File: src/sv/blob_gaussian_ellipse_fit_core_macros.svh
// assertion macros for the ellipse fit core
`ifndef BLOB_GAUSSIAN_ELLIPSE_FIT_CORE_MACROS_SVH
`define BLOB_GAUSSIAN_ELLIPSE_FIT_CORE_MACROS_SVH

// property must hold at every clock edge out of reset
`define BGEF_ASSERT(name, prop, msg) \
  name: assert property (@(posedge clk_i) disable iff (!rst_ni) prop) else $error(msg);

// condition must never be seen at a clock edge out of reset
`define BGEF_ASSERT_NEVER(name, cond, msg) \
  name: assert property (@(posedge clk_i) disable iff (!rst_ni) !(cond)) else $error(msg);

`endif

File: src/sv/bgef_pkg.sv
// shared types, constants and tables of the ellipse fit core
package bgef_pkg;

  localparam int unsigned CNT_W       = 17;
  localparam int unsigned COORD_W     = 16;
  localparam int unsigned INT_W       = 16;
  localparam int unsigned OUT_W       = 24;
  localparam int unsigned ANGLE_W     = 14;
  localparam int unsigned SCALE_W     = 12;
  localparam int unsigned SUM_W       = 32;
  localparam int unsigned SQ_W        = 48;

  localparam logic [SCALE_W-1:0] SCALE_RESET = 12'd256;
  localparam logic [OUT_W-1:0]   OUT_MAX     = 24'hFFFFFF;
  localparam int unsigned ANGLE_WRAP  = 11520;
  localparam int               FULL_TURN   = 1474560;
  localparam int               HALF_TURN   = 737280;
  localparam int unsigned CORDIC_STEPS = 16;

  localparam int unsigned MAX_POINTS_DEF = 65536;
  localparam int unsigned COORD_BITS_DEF = 16;
  localparam int unsigned FIFO_DEPTH_DEF = 2;

  // snapshot of one segment's sums
  typedef struct packed {
    logic [CNT_W-1:0] cnt;
    logic [SUM_W-1:0] sr;
    logic [SUM_W-1:0] sc;
    logic [SUM_W-1:0] si;
    logic [SQ_W-1:0]  srr;
    logic [SQ_W-1:0]  scc;
    logic [SQ_W-1:0]  src;
    logic [SQ_W-1:0]  sii;
  } bgef_sums_t;

  typedef enum logic [1:0] {
    ARITH_MUL,
    ARITH_DIV,
    ARITH_SQRT
  } arith_op_e;

  typedef struct packed {
    logic         start;
    arith_op_e    op;
    logic [127:0] a;
    logic [63:0]  b;
  } bgef_arith_req_t;

  typedef struct packed {
    logic         done;
    logic [127:0] res;
  } bgef_arith_rsp_t;

  // atan(2^-i) in 1/4096 degree
  function automatic logic [17:0] cordic_atan(input logic [3:0] i);
    logic [17:0] v;
    case (i)
      4'd0:    v = 18'd184320;
      4'd1:    v = 18'd108810;
      4'd2:    v = 18'd57492;
      4'd3:    v = 18'd29184;
      4'd4:    v = 18'd14649;
      4'd5:    v = 18'd7331;
      4'd6:    v = 18'd3667;
      4'd7:    v = 18'd1833;
      4'd8:    v = 18'd917;
      4'd9:    v = 18'd458;
      4'd10:   v = 18'd229;
      4'd11:   v = 18'd115;
      4'd12:   v = 18'd57;
      4'd13:   v = 18'd29;
      4'd14:   v = 18'd14;
      4'd15:   v = 18'd7;
      default: v = 18'd0;
    endcase
    return v;
  endfunction

  // clamp to the output range
  function automatic logic [OUT_W-1:0] sat_out(input logic [63:0] v);
    logic [OUT_W-1:0] r;
    r = (v > 64'(OUT_MAX)) ? OUT_MAX : v[OUT_W-1:0];
    return r;
  endfunction

endpackage

File: src/sv/bgef_front.sv
// pixel front end: product stage and segment accumulators
module bgef_front #(
  parameter int unsigned COORD_BITS = 16,
  parameter int unsigned MAX_POINTS = 65536
) (
  input  logic                    clk_i,
  input  logic                    rst_ni,
  input  logic                    accept_i,
  input  logic [15:0]             row_coord_i,
  input  logic [15:0]             col_coord_i,
  input  logic [15:0]             pixel_intensity_i,
  input  logic                    last_point_i,
  output logic                    push_o,
  output bgef_pkg::bgef_sums_t    snap_o,
  output logic                    pend_last_o
);
  import bgef_pkg::*;

  localparam int unsigned PW = 2 * COORD_BITS;

  logic [COORD_BITS-1:0] r_in, c_in;
  logic [PW-1:0]         rr_in, cc_in, rc_in;
  logic [2*INT_W-1:0]    vv_in;

  logic                  s1_vld_q, s1_last_q;
  logic [COORD_BITS-1:0] s1_r_q, s1_c_q;
  logic [INT_W-1:0]      s1_v_q;
  logic [PW-1:0]         s1_rr_q, s1_cc_q, s1_rc_q;
  logic [2*INT_W-1:0]    s1_vv_q;

  bgef_sums_t sums_q, sums_d, sums_add;
  logic       add;

  // products of the incoming pixel
  assign r_in  = row_coord_i[COORD_BITS-1:0];
  assign c_in  = col_coord_i[COORD_BITS-1:0];
  assign rr_in = PW'(r_in) * PW'(r_in);
  assign cc_in = PW'(c_in) * PW'(c_in);
  assign rc_in = PW'(r_in) * PW'(c_in);
  assign vv_in = (2*INT_W)'(pixel_intensity_i) * (2*INT_W)'(pixel_intensity_i);

  // product stage control
  always_ff @(posedge clk_i or negedge rst_ni) begin
    if (!rst_ni) begin
      s1_vld_q  <= 1'b0;
      s1_last_q <= 1'b0;
    end else begin
      s1_vld_q  <= accept_i;
      s1_last_q <= accept_i & last_point_i;
    end
  end

  // product stage payload
  always_ff @(posedge clk_i) begin
    if (accept_i) begin
      s1_r_q  <= r_in;
      s1_c_q  <= c_in;
      s1_v_q  <= pixel_intensity_i;
      s1_rr_q <= rr_in;
      s1_cc_q <= cc_in;
      s1_rc_q <= rc_in;
      s1_vv_q <= vv_in;
    end
  end

  // accumulate unless the segment is already full
  always_comb begin
    add          = s1_vld_q && (sums_q.cnt < CNT_W'(MAX_POINTS));
    sums_add.cnt = sums_q.cnt + CNT_W'(1);
    sums_add.sr  = sums_q.sr  + SUM_W'(s1_r_q);
    sums_add.sc  = sums_q.sc  + SUM_W'(s1_c_q);
    sums_add.si  = sums_q.si  + SUM_W'(s1_v_q);
    sums_add.srr = sums_q.srr + SQ_W'(s1_rr_q);
    sums_add.scc = sums_q.scc + SQ_W'(s1_cc_q);
    sums_add.src = sums_q.src + SQ_W'(s1_rc_q);
    sums_add.sii = sums_q.sii + SQ_W'(s1_vv_q);
    snap_o       = add ? sums_add : sums_q;
    push_o       = s1_vld_q & s1_last_q;
    sums_d       = push_o ? '0 : snap_o;
  end

  assign pend_last_o = s1_vld_q & s1_last_q;

  always_ff @(posedge clk_i or negedge rst_ni) begin
    if (!rst_ni) begin
      sums_q <= '0;
    end else begin
      sums_q <= sums_d;
    end
  end

endmodule

File: config.mk
export PLATFORM = sky130hd
export DESIGN_NAME = bgef_front
export DESIGN_NICKNAME = d
export VERILOG_FILES = /design/src/sv/blob_gaussian_ellipse_fit_core_macros.svh /design/src/sv/bgef_pkg.sv /design/src/sv/bgef_front.sv
export SDC_FILE = /design/constraint.sdc
export NUM_CORES = 2
export LEC_CHECK = 0
export BUFFER_PORTS_ARGS = -buffer_cell sky130_fd_sc_hd__buf_2
export CAP_MARGIN = 20
export CORE_ASPECT_RATIO = 1.25
export CORE_MARGIN = 8
export CORE_UTILIZATION = 45
export DETAILED_ROUTE_END_ITERATION = 16
export SYNTH_ARGS = -nofsm -noshare
export SYNTH_HDL_FRONTEND = slang
export SYNTH_SLANG_ARGS = --single-unit
File: constraint.sdc
create_clock -name clk_i -period 6.01 [get_ports clk_i]
set_input_delay 0.601 -clock clk_i [delete_from_list [all_inputs] [get_ports clk_i]]
set_output_delay 0.601 -clock clk_i [all_outputs]
set_load 0.01 [all_outputs]
# Word level (Yosys, flattened, before mapping)
# Index checks and enable logic that the tools add are counted.
# classes
n_addsub,8
mul,4
magnitude_cmp,1
n_mux,2
bitwise,2
n_reduce_logical,1
# ops
op,count
$mux W305,2
$add A48 B32 Y48,4
$mul A16 B16 Y32,4
$add A32 B16 Y32,3
$add A17 B1 Y17 const B,1
$lt A17 B17 Y1 const B,1
$and A1 B1 Y1,2
$logic_and A1 B1 Y1,1
# totals
register_bits,483
in_bits,52
word_cells,35

# Longest topological paths before layout
# logic_depth
depth_word,4
depth_mapped,27
ltp_nobuf,25

# Worst setup path before layout
# Ideal clock, no wire load.
# synth_path
kind,input port to flip-flop
start,input port col_coord_i[7]
end,register s1_cc_q[31] (data pin)
setup_time_ns,0.260
arrival_time_ns,6.525
slack_ns,-0.775
path_stages,21
path_buffers,2
path_cell_list,clkbuf_1 clkbuf_1 nand2_1 fa_1 inv_1 fa_1 fa_1 fa_1 fa_1 fa_1 ha_1 and3_1 a2111oi_0 a211oi_1 o21ai_0 o31ai_1 a31oi_1 o21ai_0 a221oi_1 o21bai_1 xnor2_1
# synth_between
elab_chain_len,1
# synth_rtl
item,line,rtl
start: declaration,bgef_front.sv:10,"input logic [15:0] col_coord_i,"
$mul A16 B16 Y32,bgef_front.sv:38,assign cc_in = PW'(c_in) * PW'(c_in);
net cc_in[31],bgef_front.sv:22,"logic [PW-1:0] rr_in, cc_in, rc_in;"
end signal: assignment,bgef_front.sv:60,s1_cc_q <= cc_in;
end: declaration,bgef_front.sv:28,"logic [PW-1:0] s1_rr_q, s1_cc_q, s1_rc_q;"
# The timed path passes the listed nets, and every way through them passes these cells.
# A chain may end at the register's enable or synchronous reset.

# Final worst setup path
# layout_path
start,input port row_coord_i[1]
end,register s1_rc_q[30] (data pin)
# layout_between
elab_chain_len,1
# layout_rtl
item,line,rtl
start: declaration,bgef_front.sv:9,"input logic [15:0] row_coord_i,"
$mul A16 B16 Y32,bgef_front.sv:39,assign rc_in = PW'(r_in) * PW'(c_in);
net rc_in[30],bgef_front.sv:22,
end signal: assignment,bgef_front.sv:61,s1_rc_q <= rc_in;
end: declaration,bgef_front.sv:28,
# The timed path passes the listed nets, and every way through them passes these cells.

==> results.py <==
metrics = {
    "status": {
        "status": "complete, no violations",
    },
    "global_route": {
        "antenna_found_initial": 4,
        "grt_pass1_vias": 47500,
        "grt_use_total_pct": 22.1,
        "grt_max_degree": 135,
        "overflow": 0,
        "grt_pass1_wl_um": 250000,
    },
    "setup_path": {
        "critPathLaunch": "row_coord_i[1]",
        "crit_type": "input port to flip-flop",
        "cp_common_cell": "fa_1",
        "slowest_delay_ns": 0.52,
        "startpoint_type": "input port",
        "crit_path_end_kind": "flip-flop",
        "cp_max_fo": 9,
        "required_ns": 6.39,
        "r2r_cells": 11,
        "timing.rr.start": "sums_q[14]",
        "path_cells": "buf_2, buf_4, nand2_1, fa_1, fa_1, inv_1, fa_1, fa_1, fa_1, inv_1, fa_1, inv_1, ha_1, a21o_1, a21o_1, a21oi_1, nor2_1, o211ai_1, nand3_2, o41ai_4, o21ai_1, a21oi_1, xnor2_1",
        "rrSetupSlack_ns": 1.91,
        "critPathSlowestCell": "fa_1",
        "r2r-end": "sums_q[33]",
        "path_delay_family": "adder cells",
        "arrival_ns": 6.20,
        "path_buf_inv": 5,
    },
    "die": {
        "start_util_pct": 45.3,
        "io_pins": 359,
        "die_x_um": 335,
        "die_area_um2": 139000,
        "rows": 146,
        "chipHeight_um": 415,
        "core_um2": 127000,
    },
    "layout": {
        "finalNetCount": 8311,
        "area_delta_synth_final_pct": 16.8,
        "drive_above_1_share_pct": 15.3,
    },
    "logic_synthesis": {
        "ys.flop_type": "dfrtp_1",
        "syn_inst": 6292,
        "synth_edf_count": 170,
        "synth-seq-area-share_pct": 22.3,
        "synth_area_leader_cell": "fa_1",
        "synthesis.area_um2": 57300,
        "synth_nets": 7609,
        "ys_types": 76,
        "yosys_register_bits": 477,
        "avgSynthCellArea_um2": 9.11,
        "synthTopCellsByArea": "fa_1 (24%), dfrtp_1 (13%), ha_1 (13%)",
        "synth_top_area_share_pct": 23.9,
        "async_flop_share_pct": 64.4,
        "synth.yosys.warnings": 0,
    },
    "clocking": {
        "cts_root_buf": "clkbuf_16",
        "clk_path_buf_depth": 3,
        "cts_setup_buffers": 0,
        "cts_tree": "done",
        "cts_sinks": 477,
        "clk_pin_slew_ns": 0.06,
        "cts_max_level": 2,
        "cts_made_buffers": 54,
        "clk_latency_ns": 0.65,
    },
    "run": {
        "maxCapViolations": 0,
    },
    "placed_design": {
        "dp_hpwl_um": 128000,
        "portBuffers": 358,
        "globalplace.congestion": 0.900,
    },
    "timing": {
        "worst_pin_slew_ns": 0.850,
        "hold_viol_final": 0,
        "finalSetupViolCount": 0,
        "slew_headroom_pct": 43.1,
        "final.setup.tns_ns": 0,
        "drv_slew": 0,
        "timing.final.crit_period_ns": 5.82,
        "fin_crit_sh_pct": 96.8,
        "clock.fmax_ghz": 0.172,
        "fin_skew_ns": 0.0257,
    },
    "worst_hold_path": {
        "worstHoldStart": "last_point_i",
        "hp-class": "input port to flip-flop",
        "worstHoldPathCells": 2,
        "holdPathEnd": "s1_last_q",
    },
    "route": {
        "remaining_drc_errors": 0,
        "firstDrtPassIters": 6,
        "num_vias": 44900,
        "viasPerCell": 5.14,
        "drt-wirelength-per-cell_um": 17.8,
        "drt-total-wl_um": 155000,
        "antenna_left": 0,
        "first_iter_violations": 2073,
    },
}
## cells in the mapped netlist, drive strengths merged, types with 17 or more instances
cell    number
nand3       79
buf         18
a21o       178
nand2b      35
a21oi      325
xor2       160
o31ai       17
nand2      872
fa         686
nand4       45
and3        58
nor2b       22
clkbuf     216
and2       434
inv       1042
a31oi       37
ha         579
edfxtp     170
o21ai      190
o21a        23
o21bai      39
dfrtp      307
a211oi      31
nor3        41
nor2       232
xnor2      257
## cell usage in the layout, fill, tap and decap left out, types with 57 or more instances in the layout
master    instances
dfrtp_1         307
xnor2_1         256
a21oi_1         316
and3_1           57
buf_4           499
o21ai_0         175
ha_1            570
buf_2           340
inv_1          1034
fa_1            684
a21o_1          178
nand2_1         864
nand3_1          78
and2_1          431
edfxtp_1        170
nor2_1          229
xor2_1          160
## kinds of logic after synthesis
logic type / share of synthesized area, %
AOI/OAI and AO/OA: 10.5
xor gates and xnor gates: 6.38
adders and majority gates: 36.6
buffers and inverters: 8.38
DFF: 22.3
muxes: 0.207
and+or+nand+nor: 15.7
## repair_timing
| action | CTS | global route |
|---|---|---|
| endpoints found under the hold margin | 49 | 0 |
| setup endpoints to repair | 0 | 20 |
| hold buffers | 1 | 0 |
| gates resized for setup | 0 | 39 |
## flip-flops by register name (all words and copies together), names as in the netlist
register   flops
s1_vld_q       1
s1_v_q        16
s1_c_q        16
s1_vv_q       30
s1_last_q      1
s1_r_q        16
s1_rr_q       30
s1_cc_q       30
s1_rc_q       32
sums_q       305
## per-layer routing
metal	vias to the layer above	global-route usage, %	wire, um	share of wire [%]
met3	228	2.26	5780	3.7
met1	22200	27.1	64200	41
met4	4	6.29	4760	3.1
met2	849	40.7	80500	52
li1	21600	-	-	-
met5	-	0	15	0.0097
## worst reg2reg max path: stages (launching register included)
cell	delay, ns
dfrtp_1	0.40
ha_1	0.36
a21oi_1	0.32
o2111ai_1	0.23
a311oi_1	0.59
nor3_1	0.27
o211ai_1	0.34
a31oi_1	0.19
o21ai_0	0.56
a21oi_1	0.36
nand2_1	0.22
mux2i_1	0.20
## worst max-delay path by stage
| stage | to | slack, ns | cells past startpoint |
|---|---|---|---|
| 5_1_grt | s1_rr_q[29] | -0.009 | 24 |
| 3_3_place_gp | s1_rc_q[18] | -0.47 | 22 |
| 2_1_floorplan | s1_rr_q[31] | -0.18 | 24 |
| 6_report | s1_rc_q[30] | 0.19 | 23 |
| 3_5_place_dp | s1_cc_q[29] | -0.52 | 24 |
| 4_1_cts | s1_rc_q[31] | 0.16 | 23 |
## per-stage QoR
stage	hold WS [ns]	instance area (um2)	instances	utilization [%]	worst slack [ns]
2_1_floorplan	0.305	58100	6292	-	-0.181
3_3_place_gp	0.506	64900	8638	51.3	-0.472
3_5_place_dp	0.511	64900	8638	51.3	-0.523
4_1_cts	0.117	66800	8741	52.8	0.160
5_1_grt	0.144	67000	8742	52.9	-0.00950
6_report	0.171	67000	8745	52.9	0.191
## cell type report
class	count	area, um2
clock buffer	66	1450
timing repair buffer	880	6090
sequential	477	12800
inverter	1043	3920
fill	11700	59600
clock inverter	36	445
antenna	3	7.51
tap	1702	2130
multi-input combinational	4538	40100
Power is left out: the tool's default activity adds up to more than one toggle a clock period on the data nets, which glitch-free logic cannot reach.
