### src/sv/blob_gaussian_ellipse_fit_core_macros.svh
// assertion macros for the ellipse fit core
`ifndef BLOB_GAUSSIAN_ELLIPSE_FIT_CORE_MACROS_SVH
`define BLOB_GAUSSIAN_ELLIPSE_FIT_CORE_MACROS_SVH

// property must hold at every clock edge out of reset
`define BGEF_ASSERT(name, prop, msg) \
  name: assert property (@(posedge clk_i) disable iff (!rst_ni) prop) else $error(msg);

// condition must never be seen at a clock edge out of reset
`define BGEF_ASSERT_NEVER(name, cond, msg) \
  name: assert property (@(posedge clk_i) disable iff (!rst_ni) !(cond)) else $error(msg);

`endif

### src/sv/bgef_pkg.sv
// shared types, constants and tables of the ellipse fit core
package bgef_pkg;

  localparam int unsigned CNT_W       = 17;
  localparam int unsigned COORD_W     = 16;
  localparam int unsigned INT_W       = 16;
  localparam int unsigned OUT_W       = 24;
  localparam int unsigned ANGLE_W     = 14;
  localparam int unsigned SCALE_W     = 12;
  localparam int unsigned SUM_W       = 32;
  localparam int unsigned SQ_W        = 48;

  localparam logic [SCALE_W-1:0] SCALE_RESET = 12'd256;
  localparam logic [OUT_W-1:0]   OUT_MAX     = 24'hFFFFFF;
  localparam int unsigned ANGLE_WRAP  = 11520;
  localparam int               FULL_TURN   = 1474560;
  localparam int               HALF_TURN   = 737280;
  localparam int unsigned CORDIC_STEPS = 16;

  localparam int unsigned MAX_POINTS_DEF = 65536;
  localparam int unsigned COORD_BITS_DEF = 16;
  localparam int unsigned FIFO_DEPTH_DEF = 2;

  // snapshot of one segment's sums
  typedef struct packed {
    logic [CNT_W-1:0] cnt;
    logic [SUM_W-1:0] sr;
    logic [SUM_W-1:0] sc;
    logic [SUM_W-1:0] si;
    logic [SQ_W-1:0]  srr;
    logic [SQ_W-1:0]  scc;
    logic [SQ_W-1:0]  src;
    logic [SQ_W-1:0]  sii;
  } bgef_sums_t;

  typedef enum logic [1:0] {
    ARITH_MUL,
    ARITH_DIV,
    ARITH_SQRT
  } arith_op_e;

  typedef struct packed {
    logic         start;
    arith_op_e    op;
    logic [127:0] a;
    logic [63:0]  b;
  } bgef_arith_req_t;

  typedef struct packed {
    logic         done;
    logic [127:0] res;
  } bgef_arith_rsp_t;

  // atan(2^-i) in 1/4096 degree
  function automatic logic [17:0] cordic_atan(input logic [3:0] i);
    logic [17:0] v;
    case (i)
      4'd0:    v = 18'd184320;
      4'd1:    v = 18'd108810;
      4'd2:    v = 18'd57492;
      4'd3:    v = 18'd29184;
      4'd4:    v = 18'd14649;
      4'd5:    v = 18'd7331;
      4'd6:    v = 18'd3667;
      4'd7:    v = 18'd1833;
      4'd8:    v = 18'd917;
      4'd9:    v = 18'd458;
      4'd10:   v = 18'd229;
      4'd11:   v = 18'd115;
      4'd12:   v = 18'd57;
      4'd13:   v = 18'd29;
      4'd14:   v = 18'd14;
      4'd15:   v = 18'd7;
      default: v = 18'd0;
    endcase
    return v;
  endfunction

  // clamp to the output range
  function automatic logic [OUT_W-1:0] sat_out(input logic [63:0] v);
    logic [OUT_W-1:0] r;
    r = (v > 64'(OUT_MAX)) ? OUT_MAX : v[OUT_W-1:0];
    return r;
  endfunction

endpackage

### src/sv/bgef_fifo.sv
// short queue of segment snapshots between front and back
module bgef_fifo #(
  parameter int unsigned DEPTH = 2
) (
  input  logic                          clk_i,
  input  logic                          rst_ni,
  input  logic                          push_i,
  input  bgef_pkg::bgef_sums_t          data_i,
  input  logic                          pop_i,
  output bgef_pkg::bgef_sums_t          data_o,
  output logic [$clog2(DEPTH+1)-1:0]    count_o
);
  import bgef_pkg::*;

  localparam int unsigned PTR_W = $clog2(DEPTH);
  localparam int unsigned CW    = $clog2(DEPTH + 1);

  bgef_sums_t         mem_q [DEPTH];
  logic [PTR_W-1:0]   wr_q, rd_q;
  logic [CW-1:0]      cnt_q;

  assign data_o  = mem_q[rd_q];
  assign count_o = cnt_q;

  // pointers and fill count
  always_ff @(posedge clk_i or negedge rst_ni) begin
    if (!rst_ni) begin
      wr_q  <= '0;
      rd_q  <= '0;
      cnt_q <= '0;
    end else begin
      if (push_i) begin
        wr_q <= (wr_q == PTR_W'(DEPTH - 1)) ? '0 : wr_q + PTR_W'(1);
      end
      if (pop_i) begin
        rd_q <= (rd_q == PTR_W'(DEPTH - 1)) ? '0 : rd_q + PTR_W'(1);
      end
      if (push_i && !pop_i) begin
        cnt_q <= cnt_q + CW'(1);
      end else if (pop_i && !push_i) begin
        cnt_q <= cnt_q - CW'(1);
      end
    end
  end

  // storage
  always_ff @(posedge clk_i) begin
    if (push_i) begin
      mem_q[wr_q] <= data_i;
    end
  end

endmodule

### config.mk
export PLATFORM = sky130hd
export DESIGN_NAME = bgef_fifo
export DESIGN_NICKNAME = d
export VERILOG_FILES = /design/src/sv/blob_gaussian_ellipse_fit_core_macros.svh /design/src/sv/bgef_pkg.sv /design/src/sv/bgef_fifo.sv
export SDC_FILE = /design/constraint.sdc
export NUM_CORES = 1
export LEC_CHECK = 0
export ABC_AREA = 1
export BUFFER_PORTS_ARGS = -buffer_cell sky130_fd_sc_hd__buf_2
export CAP_MARGIN = 20
export CORE_AREA = 3 3 363 222
export CTS_CLUSTER_DIAMETER = 40
export CTS_CLUSTER_SIZE = 20
export DETAILED_ROUTE_END_ITERATION = 10
export DIE_AREA = 0 0 366 225
export GPL_TIMING_DRIVEN = 0
export PLACE_DENSITY_LB_ADDON = 0.1
export SLEW_MARGIN = 10
export SYNTH_ARGS = -nofsm -noshare
export SYNTH_HDL_FRONTEND = slang
export SYNTH_SLANG_ARGS = --single-unit
export TNS_END_PERCENT = 5
### constraint.sdc
create_clock -name clk_i -period 24.1 [get_ports clk_i]
set_input_delay 1.205 -clock clk_i [delete_from_list [all_inputs] [get_ports clk_i]]
set_output_delay 1.205 -clock clk_i [all_outputs]
set_load 0.1 [all_outputs]
---- Word level (Yosys, flattened, before mapping) ----
Memories as Yosys holds them, arrays and structs flattened.
Cells that the tools add are included.
storage, ports and cells
  register bits ........................... 4
  memory bits (writable) .................. 610
  bits of input ports ..................... 309
  output and inout bits ................... 307
  memories kept ........................... 1
memories
  memory  depth  width  rd ports  clocked after Yosys merged registers in  write ports  line             RTL
  mem_q   2      305    1         0                                        1            bgef_fifo.sv:18  bgef_sums_t mem_q [DEPTH];
cells by class
  add/subtract/negate cells ............... 4
  mux-type cells .......................... 6
  reduce and logical (&&, ||, !) cells .... 5
operators with widths
  kind                                              number
  2-to-1 mux 1 bit                                  4
  2-to-1 mux 2 bit                                  2
  adder 1 bit, second input constant                2
  adder 2 x 1 -> 2 bit, second input constant       1
  logical AND 1 bit                                 2
  zero test 1 bit                                   2
  nonzero test 2 bit                                1
  subtractor 2 x 1 -> 2 bit, second input constant  1

---- Longest topological paths before layout ----
Gate-level depths: netlist of the first run.
  depth in word-level cells ............... 4
  mapped depth ............................ 7

---- Worst setup path after synthesis of the first run ----
No wires, ideal clock.
  path kind ............................... input to register
  start ................................... input port push_i
  end ..................................... memory mem_q[0][0] (netlist name), enable pin
  arrival time ............................ 13,983 ps
  slack ................................... 9,131 ps
  stages .................................. 2
  cell sequence ........................... inv_1 -> nor2_1
between the ends
  longest elaborated chain between the ends .. 2
RTL lines
  item                                    line             RTL
  start: declaration                      bgef_fifo.sv:7   input logic push_i,
  2-to-1 mux 1 bit                        bgef_fifo.sv:48  if (push_i) begin
  2-to-1 mux 1 bit (not written as such)  bgef_fifo.sv:49  mem_q[wr_q] <= data_i;
  end: declaration                        bgef_fifo.sv:18
No other way between the ends.

==> results of run 1 <==
## stage by stage
step / setup slack (ps) / hold WS [ps] / TNS, ps / instance area (sq um) / std cells
2_1_floorplan: 9131 / 463.4 / 0 / 23200 / 972
3_3_place_gp: -362.0 / 476.9 / -92720 / 27590 / 2640
3_5_place_dp: 20680 / 495.9 / 0 / 27960 / 2656
4_1_cts: 20430 / 336.9 / 0 / 30570 / 2797
5_1_grt: 20410 / 344.4 / 0 / 30570 / 2798
6_report: 20560 / 402.5 / 0 / 30580 / 2802
## final timing paths
path,start,cells after the start,end
min in group clk_i,count_o[1],2,count_o[1]
worst min register to register,count_o[1],2,count_o[1]
worst min-delay path,rst_ni,1,count_o[0]
max in group asynchronous,rst_ni,1,count_o[1]
worst max-delay path,rd_q,5,data_o[182]
worst max register to register,wr_q,6,mem_q[0][40]
## sequential cells by signal, indices dropped and copies added, names as in the netlist
| name | count |
|---|---|
| mem_q | 610 |
| count_o | 2 |
| rd_q | 1 |
| wr_q | 1 |
## cells by family after synthesis
kind of cell,count (synthesis),share of synthesized area [%]
buf+inv,41,1.602
simple gates,8,0.1456
xor+xnor,3,0.1133
flops,614,79.40
fa+ha+maj,1,0.05393
mux,305,18.69
## critical path, cell delays in order (launching register included)
cell and delay (ps):
dfrtp_1 350, buf_6 180, buf_6 240, buf_6 270
mux2_4 200, buf_2 450
## cells in the mapped netlist, types with 2 or more instances
master and n:
buf_2 6, buf_6 28, dfrtp_1 4, edfxtp_1 610
inv_1 7, mux2_2 65, mux2_4 240, nand2_1 5
xor2_1 2
## metal layers
metal | part of all wire, % | wire length (microns) | vias up | global-route usage [%]
met2 | 51 | 28600 | 345 | 22.77
met5 | 0.23 | 130 | - | 0
met3 | 8.3 | 4675 | 112 | 5.600
li1 | - | - | 5359 | -
met4 | 2.1 | 1160 | 20 | 3.711
met1 | 38 | 21460 | 5731 | 14.83
## cells in the final DEF, fill, tap and decap left out
cell	count
clkinv_2	7
buf_6	28
diode_2	5
clkinv_1	4
nand4_1	1
xor2_1	2
xnor2_1	1
clkbuf_1	9
bufinv_16	7
inv_1	6
dfrtp_1	4
mux2_2	65
ha_1	1
mux2_4	240
nand2_1	5
buf_12	12
clkinvlp_4	6
nand3_1	1
clkinv_8	3
clkinv_4	8
edfxtp_1	610
buf_2	621
inv_8	7
inv_6	12
nor2_4	1
buf_16	4
clkbuf_16	79
## layout make-up
type	instances	area [sq um]	area share, %
clock inverter	53	596.8	1.952
tap	1053	1318	4.309
sequential	614	18420	60.23
clock buffer	88	2011	6.576
buffer	34	345.3	1.129
multi-input combinational	317	4415	14.44
timing repair buffer	631	3428	11.21
inverter	7	33.78	0.1105
antenna	5	12.51	0.04092
==> summary.md, run 1 <==
| Metric | Value |
|---|---|
| Status | complete, no violations |
| Clk_lat worst skew | around 600 ps |
| Maximum clock insertion buffer count | 3 |
| Initial DRC Count | between 500 and 600 |
| Finished Core Util | between 30 and 40% |
| Clk_skew | approximately 26 ps |
| Tcrit/Tclk final | between 10% and 20% |
| Req. time, crit path | ~23,000 ps |
| Flops & latches, synth | approximately 610 |
| CTS H-Tree Depth | 3 |
| PortBufs | a little over 600 |
| Post-synth EDFFs | 610 |
| Synth area leaders | edfxtp_1, mux2_4, mux2_2, buf_6, dfrtp_1 |
| Hold Buf Count CTS | 0 |
| Yosys Warn Count | 0 |
| Worst-Margin Slew | slightly above 600 ps |
| Tmin final | around 3500 ps |
| Syn nets | roughly 1.3k |
| Num CTS Buffers | 77 |
| Chip Width | around 370 microns |
| CTS resizes | 0 |
| Arr. time, crit path | around 2300 ps |
| RSZ-0062 raised after global routing | false |
| Syn avg cell area | approximately 24 sq um |
| Leading area contributor after synthesis | edfxtp_1 |
| DRC viols | 0 |
| HP Class | input pin to asynchronous set/reset pin |
| Grt ovf | 0 |
| Fin nets | ~2k |
| Die Y-Extent | ~230 microns |
| Clock Tree Root | clkbuf_16 |
| CP Capture Type | primary output |
| CTS tree | built |
| Post-synth top area share | 78.96% |
| Final wirelength | 56,040 microns |
| Initial Utilization | a little under a third |
| WS Path Type | flop to primary output |
| Setup Fix Bufs, Post-CTS | 0 |
| Max-cap viol count | 0 |
| Final Hold Violating Endpoints | 0 |
| Post-Synthesis Cell Area | about 23,000 sq um |
| DRT antenna net count | 0 |
| Vias in the first global route | about 12k |
| Drt pass-1 iters | 4 |
| Via density | roughly 4.1 |
| Sequential area share after synthesis | 79.40% |
| Die Footprint | 82,350 sq um |
| FFs w/ async S/R, synth | 0.6515% |
| Mapped Cells | 972 |
| Yosys cell types | 14 |
| Vias after detailed routing | around 12k |
| Num ports | 616 |
| R2R Setup Slk | approximately 22,000 ps |
| Max-slew violations | 0 |
| Setup crit start kind | flop |
| CTS clk-pin slew, worst paths | approximately 60 ps |
| Antenna violations before repair | 16 |
| Area delta synth->final | 31.82% |
| Slew Limit Headroom | 58.37% |
| Fraction of layout cells with a size suffix above 1 | between 60 and 70% |
| Clock sinks | 614 |
| Gp weighted congestion | 0.7244 |
| GRT Resource Usage Total | 13.12% |
| Core ar. | 77,300 sq um |
| Routed WL per cell | between 15 and 20 microns |
| First-pass GRT wire length | approximately 80,000 microns |
| Final HPWL DP | 39,830 microns |
| Final setup viols | 0 |
| Rows | between 70 and 80 |
| Filler Cells Inserted | slightly above 7k |
| Main flop type after synthesis | edfxtp_1 |
| Worst-path fanout max | 10 |
| Largest net degree at the start of global routing | 95 |
| Max Freq | ~280 MHz |
Power of run 1 is left out: the tool's default activity adds up to more than one toggle a clock period on the data nets, which glitch-free logic cannot reach.
==> run 2, diff against run 1 <==
==> constraint.sdc (replaced) <==
create_clock -name clk_i -period 3.5 [get_ports clk_i]
set_input_delay 0.175 -clock clk_i [delete_from_list [all_inputs] [get_ports clk_i]]
set_output_delay 0.175 -clock clk_i [all_outputs]
set_load 0.1 [all_outputs]
==> run 2 against run 1 <==
Clock skew shrank 12 ps. First-iteration DRC count decreased by 17%. Clock-buffer cell count down 8. Critical path depth up 1. Hold slack got worse by 140 ps. Critical path type is now flop to flop. Critical endpoint is now mem_q[0][224]. Global-route usage grew 0.47 points.
==> summary.md, run 2 (same netlist as run 1, synthesis figures left out) <==
| Metric | Value |
|---|---|
| Status | complete, no violations |
| Rows | 79 (unchanged) |
| Grt ovf | 0 (unchanged) |
| First-pass GRT wire length | 84,060 microns (+5.1%) |
| Antenna violations before repair | 2 (-14) |
| Setup_tns | 0 ps (unchanged) |
| Worst-path fanout max | 24 (+14) |
| Arr. time, crit path | 2810 ps (+480 ps) |
| Worst-Margin Slew | 788.5 ps (+165.6 ps) |
| Initial DRC Count | 450 (-17%) |
| Most frequent cells in the layout | buf_2, edfxtp_1, dlygate4sd3_1 |
| Largest net degree at the start of global routing | 34 (-64%) |
| Initial Utilization | 30.01% (unchanged) |
| Die Footprint | 82,350 sq um (unchanged) |
| Chip Width | 366 microns (unchanged) |
| Clk_skew | 13.46 ps (-12.24 ps) |
| Clk_lat worst skew | 630 ps (+30 ps) |
| Final wirelength | 57,440 microns (+2.5%) |
| RSZ-0062 raised after global routing | false |
| Max-cap viol count | 0 (unchanged) |
| Tmin final | 2490 ps |
| DRT antenna net count | 0 (unchanged) |
| Final Hold Violating Endpoints | 0 (unchanged) |
| Die Y-Extent | 225 microns (unchanged) |
| Met2 usage | 23.69% (+0.92 points) |
| Hold Path Depth | 2 |
| Max-slew violations | 0 (unchanged) |
| Fraction of layout cells with a size suffix above 1 | 53.93% (-9.1 points) |
| Filler Cells Inserted | 6,944 (-3.3%) |
| Grt met3 use | 5.413% (-0.19 points) |
| Setup WS post-layout | 1010 ps (-19,550 ps) |
| Worst Reg2Reg Path Length in Cells | 6 (unchanged) |
| Setup crit start kind | flop |
| Area delta synth->final | 45.79% |
| Via density | 4.066 (-1.5%) |
| Routed WL per cell | 18.44 microns (-7.8%) |
| Reg with most FFs | mem_q |
| Drt pass-1 iters | 4 (unchanged) |
| Vias after detailed routing | 12.67k (+9.5%) |
| Tcrit/Tclk final | between 70% and 80% |
| Finished Core Util | 43.75% (+4.2 points) |
| Req. time, crit path | 3820 ps (-19,070 ps) |
| GRT Resource Usage Total | 13.59% (+0.47 points) |
| Maximum clock insertion buffer count | 3 (unchanged) |
| Final setup viols | 0 (unchanged) |
| WS Path Type | flop to flop |
| Dpl ws | 942.9 ps (-19,740 ps) |
| Num ports | 616 (unchanged) |
| Gp weighted congestion | 0.7292 (+0.66%) |
| GR Layer Usage met1 | 15.79% (+0.96 points) |
| CTS H-Tree Depth | 3 (unchanged) |
| Num CTS Buffers | 75 (-2.6%) |
| Most common cell after layout, fill and taps aside | buf_2 |
| CTS clk-pin slew, worst paths | 70 ps (about the same) |
| Reg area | 18,420 sq um (unchanged) |
| Slew Limit Headroom | 47.31% (-11 points) |
| DRC viols | 0 (unchanged) |
| Final HPWL DP | 40,950 microns (+2.8%) |
| HP Class | input pin to flop |
| Vias in the first global route | 13.63k (+9.4%) |
| Core ar. | 77,300 sq um (unchanged) |
| Area of the multi-input gates | 4418 sq um (about the same) |
| Clock Tree Root | clkbuf_16 |
| Most used routing layer | met2 |
| Fin nets | 2,309 (+16%) |
| Clock sinks | 614 (unchanged) |
| CTS tree | built |
| CP Capture Type | flop |
| PortBufs | 615 (unchanged) |
| Max reg flops | 610 (unchanged) |
| Max Freq | roughly 400 MHz |
-- run 2: cell count changes in the layout (fill, tap and decap cells not counted), sizes merged --
cell         delta
dlygate4sd3   +309
buf            +10
clkbuf          -8
clkinvlp        +3
diode           -3
clkinv          +2
bufinv          -1
inv             +1
-- run 2: path summary, 6_finish.rpt --
kind	from	to	slack [ps]
max in group asynchronous	rst_ni	wr_q	2820
worst min-delay path	data_i[2]	mem_q[0][2]	260
worst max-delay path	wr_q	mem_q[0][224]	1010
worst min register to register	count_o[1]	count_o[1]	520
min in group asynchronous	rst_ni	count_o[1]	500
worst max register to register	wr_q	mem_q[0][224]	1010
-- run 2: stage by stage --
step	hold WS, ps	std cells	area [sq um]
detailed placement	-12.30	2666	28180
global route	202.7	3114	33820
floorplan	-120.6	972	23210
finish	261.7	3115	33820
global placement	-12.64	2640	27610
CTS	192.4	3113	33810
-- run 2: layout make-up --
type	instances	area share, %
timing repair buffer	950	19.94
clock buffer	80	5.731
tap	1053	3.896
clock inverter	58	1.783
inverter	7	0.08879
multi-input combinational	317	13.06
antenna	2	0.01480
buffer	34	1.021
sequential	614	54.46
-- run 2: worst max-delay path: stages, from the launching register on --
cell and delay, ps:
dfrtp_1 430, nor2_4 620, buf_12 270, buf_12 220, buf_12 220, buf_16 200, buf_16 180
-- run 2: repair_timing --
item / 4_1_cts / 5_1_grt
hold endpoints to repair: 617 / 0
gates resized for setup: 0 / 0
hold buffers: 309 / 0
buffers inserted: 0 / 0
-- run 2: per-layer routing --
layer  part of all wire [%]  wire (microns)  vias to the layer above
li1                       -               -                     5985
met1                     40           22980                     6265
met2                     51           29340                      333
met3                    7.2            4137                       82
met4                    1.7             971                        2
met5                  0.030              17                        -
Power of run 2 is left out for the same reason.
